--- src/sv/tpsu_fifo.sv ---
// ----------------------------------------------------------------------------
// tpsu_fifo
// Small first-in first-out queue with full and empty flags.
// ----------------------------------------------------------------------------
module tpsu_fifo #(
   parameter int unsigned WIDTH     = 8,
   parameter int unsigned ADDR_BITS = 2
) (
   input  logic             clock,
   input  logic             reset,
   input  logic             push,
   input  logic [WIDTH-1:0] push_data,
   output logic             full,
   input  logic             pop,
   output logic [WIDTH-1:0] pop_data,
   output logic             empty
);
   localparam int unsigned Depth = 1 << ADDR_BITS;

   logic [WIDTH-1:0]   mem_ff [Depth];
   logic [ADDR_BITS-1:0] wr_ff, wr_in, rd_ff, rd_in;
   logic [ADDR_BITS:0]   cnt_ff, cnt_in;
   logic do_push, do_pop;

   assign full     = (cnt_ff == (ADDR_BITS+1)'(Depth));
   assign empty    = (cnt_ff == '0);
   assign do_push  = push && !full;
   assign do_pop   = pop && !empty;
   assign pop_data = mem_ff[rd_ff];

   always_comb begin
      wr_in  = do_push ? wr_ff + 1'b1 : wr_ff;
      rd_in  = do_pop ? rd_ff + 1'b1 : rd_ff;
      cnt_in = cnt_ff + (ADDR_BITS+1)'(do_push) - (ADDR_BITS+1)'(do_pop);
   end

   always_ff @(posedge clock) begin
      if (do_push) begin
         mem_ff[wr_ff] <= push_data;
      end
   end

   always_ff @(posedge clock) begin
      if (reset) begin
         wr_ff  <= '0;
         rd_ff  <= '0;
         cnt_ff <= '0;
      end else begin
         wr_ff  <= wr_in;
         rd_ff  <= rd_in;
         cnt_ff <= cnt_in;
      end
   end
endmodule

--- config.mk ---
export PLATFORM = sky130hd
export DESIGN_NAME = tpsu_fifo
export DESIGN_NICKNAME = d
export VERILOG_FILES = /design/src/sv/tpsu_fifo.sv
export SDC_FILE = /design/constraint.sdc
export NUM_CORES = 1
export LEC_CHECK = 0
export ABC_AREA = 1
export BUFFER_PORTS_ARGS = -buffer_cell sky130_fd_sc_hd__buf_2
export CORE_MARGIN = 8
export CORE_UTILIZATION = 60
export DETAILED_ROUTE_END_ITERATION = 8
export GPL_ROUTABILITY_DRIVEN = 0
export HOLD_SLACK_MARGIN = 0.05
export PLACE_DENSITY = 0.82
export SLEW_MARGIN = 15
export SYNTH_ARGS = -nofsm -noshare
export SYNTH_HDL_FRONTEND = slang
export SYNTH_SLANG_ARGS = --single-unit
export TNS_END_PERCENT = 1
--- constraint.sdc ---
create_clock -name clock -period 3.52 [get_ports clock]
set_input_delay 0.528 -clock clock [delete_from_list [all_inputs] [get_ports clock]]
set_output_delay 0.528 -clock clock [all_outputs]
set_load 0.03 [all_outputs]
==> flow_metrics.py <==
metrics = {
    "sta": {
        "slew_violations": 0,
        "period_minus_slack_ns": 2.36,
        "setup_tns_ns": 0,
        "fmax_mhz": 423,
        "worst_pin_slew_ns": 0.751,
        "period_share": 0.671,
        "holdWs_ns": 0.368,
        "rsz0062_at_grt": "false",
        "setup_violations": 0,
        "finalHoldViolations": 0,
        "maxSlewHeadroom": 0.498,
        "fin_skew_ns": 0.0110,
    },
    "synth": {
        "yosys_warnings": 0,
        "yosysSeqAreaShare": 0.680,
        "syn_inst": 145,
        "synth.cell_area_mm2": 0.00168,
        "synthTopCellsByArea": "edfxtp_1, dfxtp_1, nor2_1, ha_1, inv_1",
        "ys_ff_latch": 41,
        "syn_avg_cell_area_um2": 11.6,
        "synth_top_area_frac": 0.572,
        "synth_top_cell_by_area": "edfxtp_1",
        "syn-num-nets": 164,
        "ys_types": 16,
    },
    "grt": {
        "antenna_found_initial": 0,
        "grt_pass1_wl_um": 4620,
        "grt_pass1_vias": 1067,
        "globalRouteOverflowTotal": 0,
        "grt_max_degree": 18,
        "grt_usage": 0.136,
    },
    "min_path": {
        "min_path_cells": 2,
        "holdCritPathClass": "in2reg",
    },
    "critical_path": {
        "worstSetupEndpointType": "output pin",
        "reg2reg_depth": 9,
        "critPathKind": "reg2out",
        "cp_data_arrival_time_ns": 1.83,
        "startpoint_type": "flip-flop",
        "required_ns": 2.99,
        "cp_max_fo": 17,
    },
    "cts": {
        "clock_latency_ns": 0.34,
        "cts_root_buf": "clkbuf_4",
        "cts_sinks": 41,
        "cts_setup_buffers": 0,
        "cts.path.max_buffers": 2,
        "htreeDepth": 2,
        "cts_buffers": 5,
        "cts_tree": "built",
        "cts.clk_slew.worst_paths_ns": 0.11,
        "cts_resized": 0,
        "cts_hold_buffers": 0,
    },
    "run": {
        "drv_cap": 0,
    },
    "route": {
        "routedWlPerCell_um": 14.3,
        "wirelength_met1_um": 1140,
        "wl_met3_um": 172,
        "vias_per_cell": 5.43,
        "detail_route.first_pass.iterations": 4,
        "maxUsedRoutingLayer": "met4",
        "wl_met2_um": 1550,
        "vias": 1103,
        "antenna_left": 0,
        "drc": 0,
        "drt_wl_total_um": 2910,
        "dr.first_iter.drc_count": 70,
    },
    "floorplanning": {
        "core_region_area_mm2": 0.00271,
        "rows": 19,
        "fp.dieW_um": 68.9,
        "boundaryPins": 22,
        "initial_core_util": 0.620,
        "fp.dieH_um": 68.9,
        "die_area_mm2": 0.00475,
    },
    "run_status": {
        "run_status": "finished, final reports clean",
    },
    "final_layout": {
        "drive_above_1_share": 0.186,
        "nets": 190,
        "area_growth_pct": 11.7,
        "fillers": 207,
        "layout_common_cells": "edfxtp_1, nor2_1, buf_2",
        "diodes": 0,
        "final_common_cell": "edfxtp_1",
    },
    "placed_design": {
        "dp_hpwl_um": 2120,
        "place.port_buffers": 21,
    },
    "pwr": {
        "p_leak_uw": 0.000760,
        "pwr_density_cell_mw_per_mm2": 745,
        "peakVddDrop_uv": 663,
    },
}
-- worst max-delay path: stages (launching register included) --
cell and delay [ns]:
dfxtp_1 0.70, inv_2 0.28, o21ai_0 0.22, o22ai_1 0.11
buf_2 0.19
-- cells in the mapped netlist --
master,number
a21oi_1,5
buf_6,2
dfxtp_1,9
edfxtp_1,32
fa_1,1
ha_1,6
inv_1,19
inv_2,1
nand2_1,12
nand3_1,4
nor2_1,28
nor2_2,2
o21ai_0,12
o21ai_1,2
o21ai_2,2
o22ai_1,8
-- routing by layer --
metal | vias up | GRT usage
li1 | 545 | -
met1 | 525 | 0.135
met2 | 28 | 0.241
met3 | 5 | 0.0614
met4 | 0 | 0.0576
met5 | - | 0
-- power by group --
part / switching [µW] / internal (µW) / total [µW]
clock network: 136 / 148 / 283
logic: 330 / 138 / 468
registers: 48.5 / 597 / 646
-- sequential cells by signal, indices dropped and copies added, names as in the netlist, named ones only --
name	cells
mem_ff	32
wr_ff	2
cnt_ff	3
rd_ff	2
-- path summary, 6_finish.rpt --
kind	slack (ns)	from	end
min reg2reg	0.51	rd_ff[0]	rd_ff[0]
max reg2reg	1.51	cnt_ff[1]	cnt_ff[2]
max	1.16	flip-flop	pop_data[3]
min	0.37	reset	cnt_ff[1]
-- area by class of cell --
class	count	area, µm²	area share
Timing Repair Buffer	21	105	0.0560
Clock inverter	2	33.8	0.0180
Sequential cell	41	1140	0.608
Tap cell	31	38.8	0.0207
Multi-Input combinational cell	82	440	0.235
Inverter	20	75.1	0.0400
Clock buffer	6	41.3	0.0220
-- cell families after synthesis --
kind of cell,synth area share
buffers and inverters,0.0581
AO/OA/AOI/OAI,0.0969
AND/OR/NAND/NOR,0.109
adder cells (fa/ha/maj),0.0566
flip-flops,0.680
-- stage by stage --
stage | instance area, µm² | cells | worst slack [ns] | power [µW] | util
2_1_floorplan | 1680 | 145 | 1.56 | 1000 | -
4_1_cts | 1880 | 203 | 1.15 | 1410 | 0.692
6_report | 1880 | 203 | 1.16 | 1400 | 0.692
3_3_place_gp | 1800 | 195 | 1.60 | 1100 | 0.664
3_5_place_dp | 1800 | 195 | 1.48 | 1130 | 0.664
5_1_grt | 1880 | 203 | 0.984 | 1480 | 0.692
(Power assumes the default switching activity.)
