`src/sv/tpsu_pkg.sv`:
```
// ----------------------------------------------------------------------------
// tpsu_pkg
// Types and constants shared by the triangle plane slice unit.
// ----------------------------------------------------------------------------
package tpsu_pkg;

   localparam int unsigned LamBits     = 16;
   localparam int unsigned OutAddrBits = 5;   // result queue, must exceed back latency

   typedef struct packed {
      logic signed [31:0] ax;
      logic signed [31:0] ay;
      logic signed [31:0] az;
      logic signed [31:0] bx;
      logic signed [31:0] by_coord;
      logic signed [31:0] bz;
      logic signed [31:0] cx;
      logic signed [31:0] cy;
      logic signed [31:0] cz;
      logic signed [31:0] plane_z;
   } req_type;

   typedef struct packed {
      logic               hit;
      logic signed [31:0] start_x;
      logic signed [31:0] start_y;
      logic signed [31:0] end_x;
      logic signed [31:0] end_y;
   } rsp_type;

   // one edge crossing job: origin, span and ratio operands
   typedef struct packed {
      logic signed [31:0] px;
      logic signed [31:0] py;
      logic signed [32:0] dx;
      logic signed [32:0] dy;
      logic [32:0]        num;
      logic [32:0]        den;
      logic               sat;
      logic               zero;
   } edge_type;

   typedef struct packed {
      logic     cand;
      edge_type e0;
      edge_type e1;
   } work_type;

endpackage

```
`src/sv/tpsu_front.sv`:
```
// ----------------------------------------------------------------------------
// tpsu_front
// Classifies vertices against the plane and sets up the edge crossing jobs e0 and e1.
// ----------------------------------------------------------------------------
module tpsu_front (
   input  logic              clock,
   input  logic              reset,
   input  logic              in_valid,
   input  tpsu_pkg::req_type in_data,
   output logic              in_ready,
   output logic              out_valid,
   output tpsu_pkg::work_type out_data,
   input  logic              out_full
);
   import tpsu_pkg::*;

   typedef struct packed {
      logic signed [31:0] x;
      logic signed [31:0] y;
      logic signed [31:0] z;
   } vtx_type;

   function automatic edge_type make_edge(vtx_type p, vtx_type q, logic signed [31:0] h);
      edge_type          e;
      logic signed [32:0] n, d;
      e.px   = p.x;
      e.py   = p.y;
      e.dx   = 33'(q.x) - 33'(p.x);
      e.dy   = 33'(q.y) - 33'(p.y);
      n      = 33'(h) - 33'(p.z);
      d      = 33'(q.z) - 33'(p.z);
      e.num  = n[32] ? 33'(-n) : n;
      e.den  = d[32] ? 33'(-d) : d;
      e.zero = (e.den == '0);
      e.sat  = !e.zero && (e.num >= e.den);
      return e;
   endfunction

   logic     valid_ff, valid_in;
   work_type data_ff, data_in;
   vtx_type  v [3];
   logic [2:0] pos, neg;
   logic     accept;
   vtx_type  lone, e1, e2;
   logic     on_plane;
   logic signed [32:0] dz [3];

   assign in_ready  = !valid_ff || !out_full;
   assign accept    = in_valid && in_ready;
   assign out_valid = valid_ff;
   assign out_data  = data_ff;

   always_comb begin
      v[0] = '{x: in_data.ax, y: in_data.ay,       z: in_data.az};
      v[1] = '{x: in_data.bx, y: in_data.by_coord, z: in_data.bz};
      v[2] = '{x: in_data.cx, y: in_data.cy,       z: in_data.cz};
      for (int i = 0; i < 3; i++) begin
         dz[i]  = 33'(v[i].z) - 33'(in_data.plane_z);
         neg[i] = dz[i][32];
         pos[i] = !dz[i][32] && (dz[i] != '0);
      end
      on_plane = 1'b0;
      priority if ((pos[0] && pos[1]) || (neg[0] && neg[1])) begin
         lone = v[2]; e1 = v[0]; e2 = v[1];
      end else if ((pos[1] && pos[2]) || (neg[1] && neg[2])) begin
         lone = v[0]; e1 = v[1]; e2 = v[2];
      end else if ((pos[0] && pos[2]) || (neg[0] && neg[2])) begin
         lone = v[1]; e1 = v[0]; e2 = v[2];
      end else begin
         on_plane = 1'b1;
         priority if (!pos[0] && !neg[0]) begin
            lone = v[0]; e1 = v[1]; e2 = v[2];
         end else if (!pos[1] && !neg[1]) begin
            lone = v[1]; e1 = v[0]; e2 = v[2];
         end else begin
            lone = v[2]; e1 = v[1]; e2 = v[0];
         end
      end
      data_in.cand = !((neg == 3'b000) || (pos == 3'b000));
      if (on_plane) begin
         // zero-height edge from the on-plane vertex yields the vertex itself
         data_in.e0 = make_edge(lone, lone, in_data.plane_z);
         data_in.e1 = make_edge(e1, e2, in_data.plane_z);
      end else begin
         data_in.e0 = make_edge(lone, e1, in_data.plane_z);
         data_in.e1 = make_edge(lone, e2, in_data.plane_z);
      end
      valid_in = accept ? 1'b1 : (valid_ff && out_full);
   end

   always_ff @(posedge clock) begin
      if (accept) begin
         data_ff <= data_in;
      end
   end

   always_ff @(posedge clock) begin
      if (reset) begin
         valid_ff <= 1'b0;
      end else begin
         valid_ff <= valid_in;
      end
   end
endmodule

```
`config.mk`:
```
export PLATFORM = sky130hd
export DESIGN_NAME = tpsu_front
export DESIGN_NICKNAME = d
export VERILOG_FILES = /design/src/sv/tpsu_pkg.sv /design/src/sv/tpsu_front.sv
export SDC_FILE = /design/constraint.sdc
export NUM_CORES = 2
export LEC_CHECK = 0
export BUFFER_PORTS_ARGS = -buffer_cell sky130_fd_sc_hd__buf_2
export CAP_MARGIN = 20
export CORE_AREA = 2 2 408 511
export CTS_CLUSTER_DIAMETER = 60
export DETAILED_ROUTE_END_ITERATION = 10
export DIE_AREA = 0 0 410 513
export PLACE_DENSITY = 0.48
export SYNTH_ARGS = -nofsm -noshare
export SYNTH_HDL_FRONTEND = slang
export SYNTH_SLANG_ARGS = --single-unit
```
`constraint.sdc`:
```
create_clock -name clock -period 11.9 [get_ports clock]
set_input_delay 0 -clock clock [delete_from_list [all_inputs] [get_ports clock]]
set_output_delay 0 -clock clock [all_outputs]
set_load 0.005 [all_outputs]
```
==> flow_summary.json <==
{
  "worst_clock_skew_ps": 24.86,
  "r2r_slack_ps": 8050,
  "max_stage_delay_ps": 790,
  "final_area_sq_mm": 0.06448,
  "layout_commonest_cell": "buf_2",
  "placed_cells_incl_taps": 9668,
  "syn-num-nets": 6959,
  "rsz0062_at_grt": "false",
  "first_pass_iters": 8,
  "h-tree-depth": 2,
  "routabilityCongestion": 1.029,
  "wl_um": 287800,
  "worst_pin_slew_ps": 1135,
  "fin_cells": 10070,
  "avgSynthCellArea_sq_um": 8.321,
  "synthCells": 6139,
  "crit_family": "compound AO/OA/AOI/OAI gates",
  "async_reset_ff_frac": 0,
  "clock_latency_ps": 670,
  "synth-edff-count": 397,
  "drive_gt1_frac": 0.1974,
  "crit_buf_inv": 4,
  "worst-path-stages": 37,
  "drc": 0,
  "die_h_um": 513,
  "crit_start": "in_data[14]",
  "r2r_end": "out_data[66]$_DFFE_PP_",
  "place_hpwl_um": 240200,
  "synth-seq-cells": 398,
  "slew_violations": 0,
  "path_clk_slew_ps": 70,
  "hp-class": "input pin to flop",
  "finalHoldViolations": 0,
  "power_density_mw_per_mm2": 292.5,
  "ys.flop_type": "edfxtp_1",
  "dieArea_sq_mm": 0.2103,
  "synth_area_sq_mm": 0.05108,
  "setup_viol": 0,
  "std_cell_rows": 186,
  "ys_warn_count": 0,
  "clkSinkCount": 398,
  "ys_types": 113,
  "port_buffers": 722,
  "critPathRequiredTime_ps": 12300,
  "setup_ws_ps": 563.0,
  "grt_pass1_wl_um": 399400,
  "wl_per_cell_um": 28.57,
  "worstPathArrival_ps": 11740,
  "cts_max_path_buffers": 3,
  "pre_cts_slack_ps": 223.1,
  "numCtsBuffers": 53,
  "antenna_found_initial": 40,
  "yosysSeqAreaShare": 0.2338,
  "grt_max_degree": 100,
  "crit_fanout": 16,
  "placed_area_sq_mm": 0.05980,
  "endpoint": "out_data[1]$_DFFE_PP_",
  "tns_ps": 0,
  "via_per_inst": 5.646,
  "critPathLaunchType": "input pin",
  "grt-ovfl-total": 0,
  "cts_root_buf": "clkbuf_16",
  "final.min_clock_period_ps": 11340,
  "maxCapViolations": 0,
  "vias": 56860,
  "crit_slowest_cell": "a2111oi_0",
  "die_w_um": 410,
  "grt_use_total": 0.2603,
  "core_area_sq_mm": 0.2050,
  "max-slew-margin-rel": 0.2354,
  "ios": 723,
  "cts_tree": "built",
  "status": "finished, final reports clean",
  "grt_pass1_vias": 54870,
  "power.leakage_nw": 27.17,
  "first_iter_violations": 5833,
  "crit_path_frequent_cell": "o21ai_0",
  "max_freq_mhz": 88.21,
  "start_util": 0.2492,
  "fin_crit_sh": 0.9527,
  "drtAntennaViolNets": 0,
  "path_class": "input pin to flop",
  "vdd_drop_max_uv": 148.5,
  "endpoint_kind": "flop",
  "postCtsSetupBuffers": 0,
  "reg2reg_from": "out_valid$_SDFF_PP0_",
  "r2r_cells": 5,
  "final_nets": 8105,
  "synthToLayoutAreaGrowth_pct": 26.23,
  "final_cell_mix": "722 x buf_2, 518 x a21oi_1, 494 x nand2_1"
}
==> registers in the layout (all words and copies together), names as in the netlist <==
register / cells
out_valid: 1
out_data: 397
==> how the worst min path moves through the flow <==
stage / from / end / cells past startpoint
3_3_place_gp: reset / out_valid$_SDFF_PP0_ / 2
3_5_place_dp: reset / out_valid$_SDFF_PP0_ / 2
4_1_cts: in_data[186] / out_data[94]$_DFFE_PP_ / 6
6_report: in_data[257] / out_data[333]$_DFFE_PP_ / 3
5_1_grt: in_data[291] / out_data[169]$_DFFE_PP_ / 3
2_1_floorplan: out_full / in_ready / 1
==> tightest hold or removal path, cell delays in order <==
cell	delay, ps
buf_2	150
a221oi_2	100
a21oi_1	290
==> area by class of cell <==
cell class              count  area, sq um
clock buffers              61         1386
repair buffers           1383         9422
flip-flops and latches    398        11940
fillers                 21790       140500
diodes                     16        40.04
clock inverters            38        372.9
inverters                 283         1062
well taps                2726         3411
multi-input cells        5166        36850
==> metal layers <==
metal  wire, um  global-route usage  part of all wire
met5        155                   0           0.00054
met4      19310              0.1490             0.067
met3      21120             0.04463             0.073
met2     134100              0.4398              0.47
met1     113100              0.3096              0.39
==> cell families (layout without fill, tap and decap cells) <==
kind of cell	count (synthesis)	after routing	share of synthesized area
compound gates	2185	2185	0.3011
xor+xnor	403	403	0.06909
fa+ha+maj	498	498	0.1236
buf+inv	575	1765	0.04678
flops	398	398	0.2338
mux	241	241	0.04823
other cells	0	16	0
simple gates	1839	1839	0.1774
==> synth_stat cells (46+ instances only) <==
cell      count  area, sq um
a21oi_1     519         2597
nand2_1     495         1858
ha_1        484         6056
nor2_1      484         1817
edfxtp_1    397        11920
o21ai_0     394         1972
inv_1       281         1055
xnor2_1     274         2400
a21o_1      222         1667
mux2i_1     200         2002
clkbuf_1    153        574.3
nand3_1     134        670.6
xor2_1      129         1130
nor3_1      122        610.6
o21a_1      102        765.7
o22ai_1     102        638.1
buf_2        97        485.5
a221oi_1     89        779.5
nor2b_1      86        538.0
nand2b_1     79        494.2
nand4_1      76        475.5
o221a_2      70        788.3
a221o_1      64        640.6
and3_1       63        394.1
o211ai_1     57        427.9
a221oi_2     54        810.8
nor4_1       52        325.3
a31oi_1      46        287.8
==> power breakdown <==
part | internal (mW) | total [mW] | switching (mW)
registers | 2.48 | 2.69 | 0.202
logic | 5.68 | 14.6 | 8.87
clock network | 0.916 | 1.62 | 0.704
==> timing repair <==
action / in CTS / in global routing
hold buffers: 288 / 0
resized for setup: 0 / 0
endpoints found under the hold margin: 147 / 0
==> per-stage QoR <==
step	power, mW	util	hold slack [ps]
after floorplan	10.66	-	52.90
after global placement	16.78	0.2917	165.4
after detailed placement	16.81	0.2917	166.7
after CTS	18.72	0.3143	0.5068
after global routing	20.04	0.3144	35.42
final	18.86	0.3145	52.21
Note: power is estimated with default switching activity, not from simulation.
